==> config.mk <==
export PLATFORM = sky130hd
export DESIGN_NAME = postfix_expression_evaluator_unit
export DESIGN_NICKNAME = d
export VERILOG_FILES = /design/src/hdl/pef_pkg.sv /design/src/hdl/pef_ram.sv /design/src/hdl/pef_alu.sv /design/src/hdl/postfix_expression_evaluator_unit.sv
export SDC_FILE = /design/constraint.sdc
export NUM_CORES = 2
export LEC_CHECK = 0
export ABC_AREA = 1
export BUFFER_PORTS_ARGS = -buffer_cell sky130_fd_sc_hd__buf_2
export CORE_MARGIN = 8
export CORE_UTILIZATION = 41
export DETAILED_ROUTE_END_ITERATION = 6
export SYNTH_ARGS = -nofsm -noshare
export SYNTH_HDL_FRONTEND = slang
export SYNTH_SLANG_ARGS = --single-unit
==> constraint.sdc <==
create_clock -name clk_i -period 22.2 [get_ports clk_i]
set_clock_uncertainty 0.2 [all_clocks]
set_input_delay 4.44 -clock clk_i [delete_from_list [all_inputs] [get_ports clk_i]]
set_output_delay 4.44 -clock clk_i [all_outputs]
set_load 0.01 [all_outputs]
==> src/hdl/pef_pkg.sv <==
// Shared types and constants of the postfix expression evaluator.
`timescale 1ns / 1ps

package pef_pkg;

  localparam int unsigned STACK_DEPTH = 64;
  localparam int unsigned DATA_WIDTH  = 32;
  localparam int unsigned ADDR_W      = $clog2(STACK_DEPTH);
  localparam int unsigned CNT_W       = $clog2(STACK_DEPTH + 1);
  localparam int unsigned ITER_W      = $clog2(DATA_WIDTH);

  localparam logic [7:0] CHAR_ZERO  = 8'h30;
  localparam logic [7:0] CHAR_NINE  = 8'h39;
  localparam logic [7:0] CHAR_PLUS  = 8'h2B;
  localparam logic [7:0] CHAR_MINUS = 8'h2D;
  localparam logic [7:0] CHAR_STAR  = 8'h2A;
  localparam logic [7:0] CHAR_SLASH = 8'h2F;

  typedef enum logic [1:0] {
    ST_OK    = 2'd0,
    ST_UNDER = 2'd1,
    ST_OVER  = 2'd2,
    ST_DIVZ  = 2'd3
  } status_e;

  typedef enum logic [1:0] {
    OP_ADD = 2'd0,
    OP_SUB = 2'd1,
    OP_MUL = 2'd2,
    OP_DIV = 2'd3
  } alu_op_e;

  typedef enum logic [1:0] {
    A_IDLE,
    A_DIV,
    A_FIN
  } alu_state_e;

  typedef enum logic [3:0] {
    S_IDLE,
    S_PUSHN,
    S_OPCHK,
    S_RDR,
    S_RDL,
    S_EXEC,
    S_TOPRD,
    S_TOPWT,
    S_EMIT
  } pef_state_e;

  typedef struct packed {
    logic    start;
    alu_op_e op;
  } alu_req_t;

  typedef struct packed {
    logic done;
    logic divz;
  } alu_rsp_t;

endpackage

==> src/hdl/pef_ram.sv <==
// Generic single-port-write, single-port-read RAM with registered read data.
`timescale 1ns / 1ps

module pef_ram #(
  parameter int unsigned WIDTH = 32,
  parameter int unsigned DEPTH = 64
) (
  input  logic                     clk_i,
  input  logic                     we_i,
  input  logic [$clog2(DEPTH)-1:0] waddr_i,
  input  logic [WIDTH-1:0]         wdata_i,
  input  logic                     re_i,
  input  logic [$clog2(DEPTH)-1:0] raddr_i,
  output logic [WIDTH-1:0]         rdata_o
);

  logic [WIDTH-1:0] mem [DEPTH];
  logic [WIDTH-1:0] rdata_q;

  always_ff @(posedge clk_i) begin
    if (we_i) begin
      mem[waddr_i] <= wdata_i;
    end
    if (re_i) begin
      rdata_q <= mem[raddr_i];
    end
  end

  assign rdata_o = rdata_q;

endmodule

==> src/hdl/pef_alu.sv <==
// Shared arithmetic unit: add, subtract and multiply with a registered result, bit-serial signed divide.
`timescale 1ns / 1ps

module pef_alu (
  input  logic                           clk_i,
  input  logic                           rst_ni,
  input  pef_pkg::alu_req_t              req_i,
  input  logic [pef_pkg::DATA_WIDTH-1:0] a_i,
  input  logic [pef_pkg::DATA_WIDTH-1:0] b_i,
  output pef_pkg::alu_rsp_t              rsp_o,
  output logic [pef_pkg::DATA_WIDTH-1:0] result_o
);

  localparam int unsigned W = pef_pkg::DATA_WIDTH;

  pef_pkg::alu_state_e          state_q, state_d;
  logic                         done_q, done_d;
  logic                         divz_q, divz_d;
  logic                         neg_q, neg_d;
  logic [pef_pkg::ITER_W-1:0]   iter_q, iter_d;
  logic [W-1:0]                 res_q, res_d;
  logic [W-1:0]                 rem_q, rem_d;
  logic [W-1:0]                 quo_q, quo_d;
  logic [W-1:0]                 mb_q, mb_d;
  logic [W:0]                   shifted;
  logic [W:0]                   trial;
  logic [W-1:0]                 mag_a;
  logic [W-1:0]                 mag_b;

  assign mag_a   = a_i[W-1] ? (W'(0) - a_i) : a_i;
  assign mag_b   = b_i[W-1] ? (W'(0) - b_i) : b_i;
  assign shifted = {rem_q, quo_q[W-1]};
  assign trial   = shifted - {1'b0, mb_q};

  always_comb begin
    state_d = state_q;
    unique case (state_q)
      pef_pkg::A_IDLE: begin
        if (req_i.start && req_i.op == pef_pkg::OP_DIV && b_i != '0) begin
          state_d = pef_pkg::A_DIV;
        end
      end
      pef_pkg::A_DIV: begin
        if (iter_q == pef_pkg::ITER_W'(W - 1)) begin
          state_d = pef_pkg::A_FIN;
        end
      end
      pef_pkg::A_FIN: state_d = pef_pkg::A_IDLE;
      default:        state_d = pef_pkg::A_IDLE;
    endcase
  end

  always_comb begin
    done_d = 1'b0;
    divz_d = divz_q;
    neg_d  = neg_q;
    iter_d = iter_q;
    res_d  = res_q;
    rem_d  = rem_q;
    quo_d  = quo_q;
    mb_d   = mb_q;
    unique case (state_q)
      pef_pkg::A_IDLE: begin
        if (req_i.start) begin
          divz_d = 1'b0;
          case (req_i.op)
            pef_pkg::OP_ADD: begin
              res_d  = a_i + b_i;
              done_d = 1'b1;
            end
            pef_pkg::OP_SUB: begin
              res_d  = a_i - b_i;
              done_d = 1'b1;
            end
            pef_pkg::OP_MUL: begin
              res_d  = a_i * b_i;
              done_d = 1'b1;
            end
            default: begin
              if (b_i == '0) begin
                res_d  = '0;
                divz_d = 1'b1;
                done_d = 1'b1;
              end else begin
                neg_d  = a_i[W-1] ^ b_i[W-1];
                rem_d  = '0;
                quo_d  = mag_a;
                mb_d   = mag_b;
                iter_d = '0;
              end
            end
          endcase
        end
      end
      pef_pkg::A_DIV: begin
        if (!trial[W]) begin
          rem_d = trial[W-1:0];
          quo_d = {quo_q[W-2:0], 1'b1};
        end else begin
          rem_d = shifted[W-1:0];
          quo_d = {quo_q[W-2:0], 1'b0};
        end
        iter_d = iter_q + pef_pkg::ITER_W'(1);
      end
      pef_pkg::A_FIN: begin
        res_d  = neg_q ? (W'(0) - quo_q) : quo_q;
        done_d = 1'b1;
      end
      default: ;
    endcase
  end

  always_ff @(posedge clk_i or negedge rst_ni) begin
    if (!rst_ni) begin
      state_q <= pef_pkg::A_IDLE;
      done_q  <= 1'b0;
      divz_q  <= 1'b0;
      iter_q  <= '0;
    end else begin
      state_q <= state_d;
      done_q  <= done_d;
      divz_q  <= divz_d;
      iter_q  <= iter_d;
    end
  end

  always_ff @(posedge clk_i) begin
    neg_q <= neg_d;
    res_q <= res_d;
    rem_q <= rem_d;
    quo_q <= quo_d;
    mb_q  <= mb_d;
  end

  assign rsp_o.done = done_q;
  assign rsp_o.divz = divz_q;
  assign result_o   = res_q;

endmodule

==> src/hdl/postfix_expression_evaluator_unit.sv <==
// Top level of the postfix expression evaluator: character sequencer and operand stack.
`timescale 1ns / 1ps

// Characters arrive one per transfer. A digit is folded into the pending number in the
// cycle it is taken, so runs of digits stream at one character per cycle. Any other
// character first pushes the pending number, and an operator with two operands on
// the stack then reads them one after the other through the stack RAM's single read
// port and runs them through the shared arithmetic unit, whose bit-serial divider
// forms the quotient one bit at a time. The character marked last also pushes any
// pending number, then reads the top of stack and loads the output register before
// the result transfer. The input stays stalled while a character is being worked
// on; a finished result waits in the output register without holding up new
// characters until the next result is to be loaded into it.
module postfix_expression_evaluator_unit (
  input  logic               clk_i,
  input  logic               rst_ni,
  input  logic               in_valid_i,
  output logic               in_stall_o,
  input  logic [7:0]         char_code_i,
  input  logic               last_char_i,
  output logic               out_valid_o,
  input  logic               out_stall_i,
  output logic signed [31:0] value_o,
  output logic [1:0]         status_o
);

  localparam int unsigned W = pef_pkg::DATA_WIDTH;
  localparam int unsigned A = pef_pkg::ADDR_W;
  localparam int unsigned C = pef_pkg::CNT_W;
  localparam logic [C-1:0] FULL_CNT = C'(pef_pkg::STACK_DEPTH);

  pef_pkg::pef_state_e state_q, state_d;
  pef_pkg::alu_op_e    op_q, op_d;
  pef_pkg::status_e    err_q, err_d;
  pef_pkg::status_e    status_q, status_d;
  pef_pkg::alu_req_t   alu_req;
  pef_pkg::alu_rsp_t   alu_rsp;

  logic [C-1:0] cnt_q, cnt_d;
  logic [C-1:0] cnt_m1;
  logic [C-1:0] cnt_m2;
  logic [W-1:0] accum_q, accum_d;
  logic         innum_q, innum_d;
  logic         isop_q, isop_d;
  logic         last_q, last_d;
  logic         out_valid_q, out_valid_d;
  logic [W-1:0] r_q, r_d;
  logic [W-1:0] top_q, top_d;
  logic [W-1:0] value_q, value_d;

  logic         ram_we;
  logic [A-1:0] ram_waddr;
  logic [W-1:0] ram_wdata;
  logic         ram_re;
  logic [A-1:0] ram_raddr;
  logic [W-1:0] ram_rdata;
  logic [W-1:0] alu_result;

  logic         is_digit;
  logic         is_op;
  logic [7:0]   digit_raw;
  logic [W-1:0] accum_next;
  logic         can_emit;
  pef_pkg::alu_op_e op_dec;

  assign cnt_m1    = cnt_q - C'(1);
  assign cnt_m2    = cnt_q - C'(2);
  assign is_digit  = (char_code_i >= pef_pkg::CHAR_ZERO) && (char_code_i <= pef_pkg::CHAR_NINE);
  assign digit_raw = char_code_i - pef_pkg::CHAR_ZERO;
  assign accum_next = {accum_q[W-4:0], 3'b000} + {accum_q[W-2:0], 1'b0}
                    + W'(digit_raw[3:0]);
  assign can_emit  = !out_valid_q || !out_stall_i;

  always_comb begin
    is_op  = 1'b1;
    op_dec = pef_pkg::OP_ADD;
    case (char_code_i)
      pef_pkg::CHAR_PLUS:  op_dec = pef_pkg::OP_ADD;
      pef_pkg::CHAR_MINUS: op_dec = pef_pkg::OP_SUB;
      pef_pkg::CHAR_STAR:  op_dec = pef_pkg::OP_MUL;
      pef_pkg::CHAR_SLASH: op_dec = pef_pkg::OP_DIV;
      default:             is_op  = 1'b0;
    endcase
  end

  always_comb begin
    state_d = state_q;
    unique case (state_q)
      pef_pkg::S_IDLE: begin
        if (in_valid_i && (!is_digit || last_char_i)) begin
          state_d = pef_pkg::S_PUSHN;
        end
      end
      pef_pkg::S_PUSHN: begin
        if (isop_q) begin
          state_d = pef_pkg::S_OPCHK;
        end else if (last_q) begin
          state_d = pef_pkg::S_TOPRD;
        end else begin
          state_d = pef_pkg::S_IDLE;
        end
      end
      pef_pkg::S_OPCHK: begin
        if (cnt_q >= C'(2)) begin
          state_d = pef_pkg::S_RDR;
        end else if (last_q) begin
          state_d = pef_pkg::S_TOPRD;
        end else begin
          state_d = pef_pkg::S_IDLE;
        end
      end
      pef_pkg::S_RDR: state_d = pef_pkg::S_RDL;
      pef_pkg::S_RDL: state_d = pef_pkg::S_EXEC;
      pef_pkg::S_EXEC: begin
        if (alu_rsp.done) begin
          state_d = last_q ? pef_pkg::S_TOPRD : pef_pkg::S_IDLE;
        end
      end
      pef_pkg::S_TOPRD: begin
        state_d = (cnt_q == '0) ? pef_pkg::S_EMIT : pef_pkg::S_TOPWT;
      end
      pef_pkg::S_TOPWT: state_d = pef_pkg::S_EMIT;
      pef_pkg::S_EMIT: begin
        if (can_emit) begin
          state_d = pef_pkg::S_IDLE;
        end
      end
      default: state_d = pef_pkg::S_IDLE;
    endcase
  end

  always_comb begin
    op_d        = op_q;
    err_d       = err_q;
    status_d    = status_q;
    cnt_d       = cnt_q;
    accum_d     = accum_q;
    innum_d     = innum_q;
    isop_d      = isop_q;
    last_d      = last_q;
    out_valid_d = out_valid_q && out_stall_i;
    r_d         = r_q;
    top_d       = top_q;
    value_d     = value_q;
    ram_we      = 1'b0;
    ram_waddr   = cnt_q[A-1:0];
    ram_wdata   = accum_q;
    ram_re      = 1'b0;
    ram_raddr   = cnt_m1[A-1:0];
    alu_req.start = 1'b0;
    alu_req.op    = op_q;
    unique case (state_q)
      pef_pkg::S_IDLE: begin
        if (in_valid_i) begin
          last_d = last_char_i;
          if (is_digit) begin
            accum_d = accum_next;
            innum_d = 1'b1;
            isop_d  = 1'b0;
          end else begin
            isop_d = is_op;
            op_d   = op_dec;
          end
        end
      end
      pef_pkg::S_PUSHN: begin
        if (innum_q) begin
          if (cnt_q == FULL_CNT) begin
            if (err_q == pef_pkg::ST_OK) begin
              err_d = pef_pkg::ST_OVER;
            end
          end else begin
            ram_we = 1'b1;
            cnt_d  = cnt_q + C'(1);
          end
          accum_d = '0;
          innum_d = 1'b0;
        end
      end
      pef_pkg::S_OPCHK: begin
        if (cnt_q >= C'(2)) begin
          ram_re = 1'b1;
        end else if (err_q == pef_pkg::ST_OK) begin
          err_d = pef_pkg::ST_UNDER;
        end
      end
      pef_pkg::S_RDR: begin
        r_d       = ram_rdata;
        ram_re    = 1'b1;
        ram_raddr = cnt_m2[A-1:0];
      end
      pef_pkg::S_RDL: begin
        cnt_d         = cnt_m2;
        alu_req.start = 1'b1;
      end
      pef_pkg::S_EXEC: begin
        if (alu_rsp.done) begin
          ram_we    = 1'b1;
          ram_wdata = alu_result;
          cnt_d     = cnt_q + C'(1);
          isop_d    = 1'b0;
          if (alu_rsp.divz && err_q == pef_pkg::ST_OK) begin
            err_d = pef_pkg::ST_DIVZ;
          end
        end
      end
      pef_pkg::S_TOPRD: begin
        if (cnt_q == '0) begin
          top_d = '0;
        end else begin
          ram_re = 1'b1;
        end
      end
      pef_pkg::S_TOPWT: begin
        top_d = ram_rdata;
      end
      pef_pkg::S_EMIT: begin
        if (can_emit) begin
          out_valid_d = 1'b1;
          value_d     = top_q;
          if (err_q != pef_pkg::ST_OK) begin
            status_d = err_q;
          end else if (cnt_q == '0) begin
            status_d = pef_pkg::ST_UNDER;
          end else begin
            status_d = pef_pkg::ST_OK;
          end
          cnt_d   = '0;
          accum_d = '0;
          innum_d = 1'b0;
          err_d   = pef_pkg::ST_OK;
          isop_d  = 1'b0;
          last_d  = 1'b0;
        end
      end
      default: ;
    endcase
  end

  always_ff @(posedge clk_i or negedge rst_ni) begin
    if (!rst_ni) begin
      state_q     <= pef_pkg::S_IDLE;
      op_q        <= pef_pkg::OP_ADD;
      err_q       <= pef_pkg::ST_OK;
      cnt_q       <= '0;
      accum_q     <= '0;
      innum_q     <= 1'b0;
      isop_q      <= 1'b0;
      last_q      <= 1'b0;
      out_valid_q <= 1'b0;
    end else begin
      state_q     <= state_d;
      op_q        <= op_d;
      err_q       <= err_d;
      cnt_q       <= cnt_d;
      accum_q     <= accum_d;
      innum_q     <= innum_d;
      isop_q      <= isop_d;
      last_q      <= last_d;
      out_valid_q <= out_valid_d;
    end
  end

  always_ff @(posedge clk_i) begin
    r_q      <= r_d;
    top_q    <= top_d;
    value_q  <= value_d;
    status_q <= status_d;
  end

  pef_ram #(
    .WIDTH(W),
    .DEPTH(pef_pkg::STACK_DEPTH)
  ) u_stack (
    .clk_i  (clk_i),
    .we_i   (ram_we),
    .waddr_i(ram_waddr),
    .wdata_i(ram_wdata),
    .re_i   (ram_re),
    .raddr_i(ram_raddr),
    .rdata_o(ram_rdata)
  );

  pef_alu u_alu (
    .clk_i   (clk_i),
    .rst_ni  (rst_ni),
    .req_i   (alu_req),
    .a_i     (ram_rdata),
    .b_i     (r_q),
    .rsp_o   (alu_rsp),
    .result_o(alu_result)
  );

  assign in_stall_o  = (state_q != pef_pkg::S_IDLE);
  assign out_valid_o = out_valid_q;
  assign value_o     = signed'(value_q);
  assign status_o    = status_q;

endmodule
Word-level counts from Yosys, hierarchy flattened
Memories as Yosys holds them, arrays and structs flattened. A register that Yosys moved wholly into a read port is not among the register bits. Index checks and enable logic that the tools add are counted.

Memories kept: 1. Output and inout bits: 36. Flip-flop bits (word level): 287. Bits of input ports: 13. Logic and storage cells: 215. Bits in writable memories: 2048.

Memories: u_stack.mem (words 64, bits a word 32, rd ports 1, clocked after Yosys merged registers in 1, write ports 1, RTL line pef_ram.sv:17) `logic [WIDTH-1:0] mem [DEPTH];`.

$mul: 1. Mux-type cells: 87. Bitwise operators: 4. Reduce and logical (&&, ||, !) cells: 45. Order comparisons: 3. Add/sub/neg operators: 13. Equal/unequal tests: 38.

Operators by type and width (number): 32-bit two-way mux (18); 32-bit one-hot mux with 2 select lines (4); 32-bit one-hot mux with 3 select lines (2); 1-bit by 32-bit subtractor with 32-bit output (first input constant) (3); 32-bit adder (2); 4-bit one-hot mux with 9 select lines (1); 33-bit by 32-bit subtractor with 33-bit output (1); 32-bit by 4-bit adder with 32-bit output (1); 8-bit by 6-bit equality test with 1-bit output (second input constant) (4); 32-bit logical NOT (1); 32-bit by 32-bit multiplier with 32-bit output (1); 32-bit nonzero test (1); 32-bit subtractor (1); 31-bit two-way mux (1); 7-bit two-way mux (4); 2-bit inequality test (second input constant) (14); 7-bit one-hot mux with 4 select lines (1); 1-bit two-way mux (24); 2-bit two-way mux (11); 4-bit two-way mux (5); 4-bit by 3-bit equality test with 1-bit output (second input constant) (4); 4-bit AND reduction (4); 5-bit two-way mux (3); 3-bit AND reduction (4); other kinds (41) (76).

Depth between registers and ports, before layout
Depth after elaboration: 7. Depth in mapped cells: 34. Depth with buffers taken out: 32.

Hierarchy
A second synthesis with hierarchy kept.

Cells, all modules: 11880. Area, all modules: 121262.6 µm².

By module, submodules not included: pef_ram (times used 1, area each 83106.0 µm², cells each 6785, seq. area each 62459.9 µm²); pef_alu (times used 1, area each 29145.5 µm², cells each 4031, seq. area each 4098.9 µm²); postfix_expression_evaluator_unit (times used 1, area each 9011.1 µm², cells each 1064, seq. area each 4219.0 µm²).

Worst setup path before layout
OpenSTA, ideal clock, no wires.

Path type: input port to flip-flop. Start: input port char_code_i[3]. End: register accum_q[22]. Path slack: 15086 ps. Arrival time: 6789 ps. Buffers on the path: 0. Cell stages on the path: 16. Required time: 21874 ps. Setup time: 126 ps. Cell sequence: fa_1 -> inv_1 -> fa_1 -> nand3b_1 -> nand2_1 -> nand2_1 -> nand2_1 -> a21oi_1 -> o21ai_0 -> a21boi_0 -> o21ai_0 -> nand2_1 -> nand2_1 -> nand2_1 -> nand2_1 -> o22ai_1.

Word-level cells in the longest chain between the ends: 5. Elaborated cells on any way between the ends: 10. Those cells by class: add/sub (2); order compare (2); eq/ne (1); mux (3); reduce/logical (2).

Ends and longest elaborated chain: start, declared (RTL line postfix_expression_evaluator_unit.sv:19) `input logic [7:0] char_code_i,`; 4-bit by 1-bit subtractor with 4-bit output (RTL line postfix_expression_evaluator_unit.sv:69) `assign digit_raw = char_code_i - pef_pkg::CHAR_ZERO;`; 32-bit by 4-bit adder with 32-bit output (RTL line postfix_expression_evaluator_unit.sv:71) `+ W'(digit_raw[3:0]);`; 32-bit two-way mux (RTL line postfix_expression_evaluator_unit.sv:156) `if (is_digit) begin`; 32-bit two-way mux (RTL line postfix_expression_evaluator_unit.sv:154) `if (in_valid_i) begin`; 32-bit one-hot mux with 3 select lines (RTL line postfix_expression_evaluator_unit.sv:152) `unique case (state_q)`; end signal, assigned (RTL line postfix_expression_evaluator_unit.sv:256) `accum_q <= accum_d;`; end, declared (RTL line postfix_expression_evaluator_unit.sv:42) `logic [W-1:0] accum_q, accum_d;`.

Several ways; a longest one is shown, not always the timed one. The select of a mux whose other input is x is not followed. A chain may end at the register's enable or synchronous reset.

Worst setup path in the final report
Start: register r_q[9]. End: register u_alu.res_q[31], in the netlist u_alu.result_o[31] (data pin).

Word-level cells in the longest chain between the ends: 4. Elaborated cells on any way between the ends: 6. Those cells by class: add/sub (2); mul (1); mux (3).

Ends and longest elaborated chain: start, declared (RTL line postfix_expression_evaluator_unit.sv:47) `logic [W-1:0] r_q, r_d;`; start signal, assigned (RTL line postfix_expression_evaluator_unit.sv:265) `r_q <= r_d;`; 32-bit by 32-bit multiplier with 32-bit output (tied with other cells) (RTL line pef_alu.sv:76) `res_d = a_i * b_i;`; 32-bit one-hot mux with 3 select lines * (RTL line pef_alu.sv:66) `case (req_i.op)`; 32-bit two-way mux * (RTL line pef_alu.sv:64) `if (req_i.start) begin`; 32-bit one-hot mux with 2 select lines * (RTL line pef_alu.sv:62) `unique case (state_q)`; named net u_alu.res_d[31] (RTL line pef_alu.sv:21) `logic [W-1:0] res_q, res_d;`; end signal, assigned (RTL line pef_alu.sv:129) `res_q <= res_d;`; end, declared (RTL line pef_alu.sv:21).

The timed path passes the listed nets; every way through them passes the cells marked *. The select of a mux whose other input is x is not followed.

==> metrics.md <==
| Metric | Value |
|---|---|
| Main combinational cell family by area after synthesis | `compound AO/OA/AOI/OAI gates` |
| Final Slew Violations | `0` |
| Hold_sp | `top_q[7]$_SDFFCE_PN0P_` |
| Least-Margin Pin Slew | `1.46 ns` |
| FF+latch count, synth | `2,367` |
| DIE WIDTH | `552 um` |
| Largest net degree at the start of global routing | `200` |
| Clk buf depth | `4` |
| # hold bufs at CTS | `0` |
| Period utilization | `36.3%` |
| Die height | `552 um` |
| GRT overflow | `0` |
| Gate Count Post-Synth | `10,800` |
| Synth top area share | `58.9%` |
| Root Buffer | `clkbuf_16` |
| Post-CTS setup repair buffer count | `0` |
| TritonCTS clock tree | `built` |
| Core footprint | `285,000 um^2` |
| Setup TNS | `0 ns` |
| HPWL Detailed | `224 mm` |
| Post-Synth Simple-Gate Area | `11.0%` |
| NumNets Final | `11,400` |
| Post-Syn Nets | `11,500` |
| Dominant synthesized flop cell | `edfxtp_1` |
| Port Buffers | `48` |
| Synth cell count leaders | `2,307 x edfxtp_1, 1,691 x nor2_1, 1,267 x nand2_1` |
| DR WL/cell | `26.1 um` |
| Initial drt markers | `10,700` |
| Vias post-DR | `84,800` |
| DR DRC count | `0` |
| Multiplexer area fraction after synthesis | `0.0755%` |
| Row cnt | `196` |
| Final setup vio count | `0` |
| Sequential share of the synthesized area | `60.1%` |
| Final GP Congestion | `0.939` |
| Rel. slew slack | `2.45%` |
| I/O pins | `49` |
| Post-synthesis adder-cell area fraction | `9.81%` |
| Clock-pin slew on the worst setup and hold paths | `0.05 ns` |
| Library cells used by synthesis | `53` |
| Worst R2R Path Depth | `25` |
| Final ANT Viol Nets | `0` |
| Reg2reg setup slack | `14.15 ns` |
| First-pass GRT wire length | `553 mm` |
| Ys async rst share | `2.53%` |
| Post-Route WL | `382 mm` |
| Initial antenna violation count | `28` |
| CP startpoint kind | `register` |
| Cell area after technology mapping | `118,000 um^2` |
| Worst EP required | `22.61 ns` |
| GR Util All Layers | `24.3%` |
| Hold path depth | `0` |
| CP Data Arrival Time | `8.46 ns` |
| Largest area contributor in the netlist | `edfxtp_1` |
| Initial Utilization | `41.2%` |
| FF-to-FF Start | `r_q[9]$_DFFE_PP_` |
| Crit path kind | `reg -> reg` |
| Number of clock sinks | `2,367` |
| Main area contributors after synthesis | `edfxtp_1 59%, fa_1 7.0%, nor2_1 5.4%` |
| Sink of the worst hold path | `value_o[7]$_DFFE_PP_` |
| Die Area | `304,000 um^2` |
| Top-count cell post-synth | `edfxtp_1` |
| Setup crit start | `r_q[9]$_DFFE_PP_` |
| Max Clk Rate | `124 MHz` |
| Max Cap Violations | `0` |
| Status | `finished clean` |
| Layout cell share with drive strength beyond 1 | `7.01%` |
| Vias/cell | `5.79` |
| Tmin final | `8.05 ns` |
| Hold Path Class | `reg -> reg` |
| Vias in the first global route | `81,600` |
| Yosys Warn Count | `0` |
| Cts repair resizes | `0` |
| CP max FO | `28` |
| Post-synth EDFFs | `2,307` |
| Area grow syn2layout | `10.8%` |
| Synth Area in Compound Gates | `12.4%` |
| XOR/XNOR share of the synthesized area | `0.804%` |
| Crit. End Element | `register` |
| Num CTS Buffers | `245` |
| DRT Pass-1 Iters | `5` |
| Worst skew pair latency | `0.96 ns` |
| Hold Vio Cnt, Final | `0` |
| R2R Path End | `u_alu.result_o[31]$_DFFE_PP_` |
| Synthesized area per cell | `10.9 um^2` |
| RSZ-0062 raised after global routing | `no` |
| Htree depth | `4` |
[worst max path at each step]
stage	endpoint	slack (ns)	depth (start not counted)
after floorplan	accum_q[22]$_DFFE_PN0P_	15.09	16
after global placement	accum_q[22]$_DFFE_PN0P_	14.07	18
after detailed placement	accum_q[22]$_DFFE_PN0P_	14.09	18
after CTS	u_alu.result_o[29]$_DFFE_PP_	14.17	26
after global routing	u_alu.result_o[26]$_DFFE_PP_	13.76	28
final	u_alu.result_o[31]$_DFFE_PP_	14.15	25
[critical path, stage by stage, from the launching register on]
cell	delay (ns)
edfxtp_1	1.32
nand2_1	0.15
inv_1	0.13
fa_1	0.46
fa_1	0.57
fa_1	0.54
fa_1	0.53
inv_1	0.06
fa_1	0.53
inv_1	0.06
fa_1	0.45
fa_1	0.56
fa_1	0.44
ha_1	0.35
inv_1	0.12
o21bai_1	0.10
a21oi_1	0.16
nor2_1	0.08
a211oi_1	0.20
nand2_1	0.07
nor2_1	0.22
nand3_1	0.11
nand3_1	0.15
nand2_1	0.08
nand2_1	0.06
nand2_1	0.05
[metrics by stage]
stage / hold slack, ns / setup WS (ns) / instance area [um^2] / cells / utilization (%)
final: 0.217 / 14.15 / 130000 / 14600 / 45.7
after global routing: 0.216 / 13.76 / 130000 / 14600 / 45.7
after CTS: 0.205 / 14.17 / 130000 / 14600 / 45.7
after detailed placement: 0.205 / 14.09 / 123000 / 14200 / 42.9
after global placement: 0.209 / 14.07 / 123000 / 14200 / 42.9
after floorplan: 0.200 / 15.09 / 118000 / 10800 / -
[area by class of cell]
cell class	count	area, um^2
clock buffer	286	6280
clock inverter	163	1480
fill	26000	155000
antenna	6	15.0
multi-input combinational	6702	41000
inverter	1099	4170
sequential	2367	70800
tap	3762	4710
timing repair buffer	260	1950
[logic make-up after synthesis]
| family | Yosys count |
|---|---|
| fa+ha+maj | 675 |
| compound gates | 2612 |
| simple gates | 3299 |
| buf+inv | 1734 |
| xor+xnor | 108 |
| flops | 2367 |
| mux | 8 |
[flip-flops by register name, summed over array words and instances, names as in the netlist, 32 cells and up]
register	flops
u_alu.mb_q	32
u_alu.rem_q	32
u_stack.mem	2048
r_q	32
u_alu.quo_q	32
u_stack.rdata_o	32
value_o	32
top_q	32
u_alu.result_o	32
accum_q	32
[routing by layer]
| layer | GRT usage (%) | vias to the layer above | wire [um] |
|---|---|---|---|
| met5 | 0 | - | 41 |
| met4 | 8.70 | 6 | 15500 |
| met3 | 4.75 | 706 | 37300 |
| met2 | 38.7 | 4106 | 174000 |
| met1 | 33.4 | 42700 | 155000 |
| li1 | - | 37300 | - |
[placed cells by master, fill, tap and decap left out, types with 46 or more instances in the layout]
cell type and instances:
xor2_1 81, buf_2 47, o21ai_0 1153, nor2_1 1624
clkbuf_16 245, nand2_1 1265, inv_1 1077, o22ai_1 531
ha_1 263, nand3_1 209, o221ai_1 128, edfxtp_1 2307
o21ai_1 434, fa_1 412, nor2_4 69, dfrtp_1 60
clkinv_1 66, nor3_1 46, a21oi_1 210, clkinv_2 46
buf_4 204
Power is left out: the tool's default activity adds up to more than one toggle a clock period on the data nets, which glitch-free logic cannot reach.
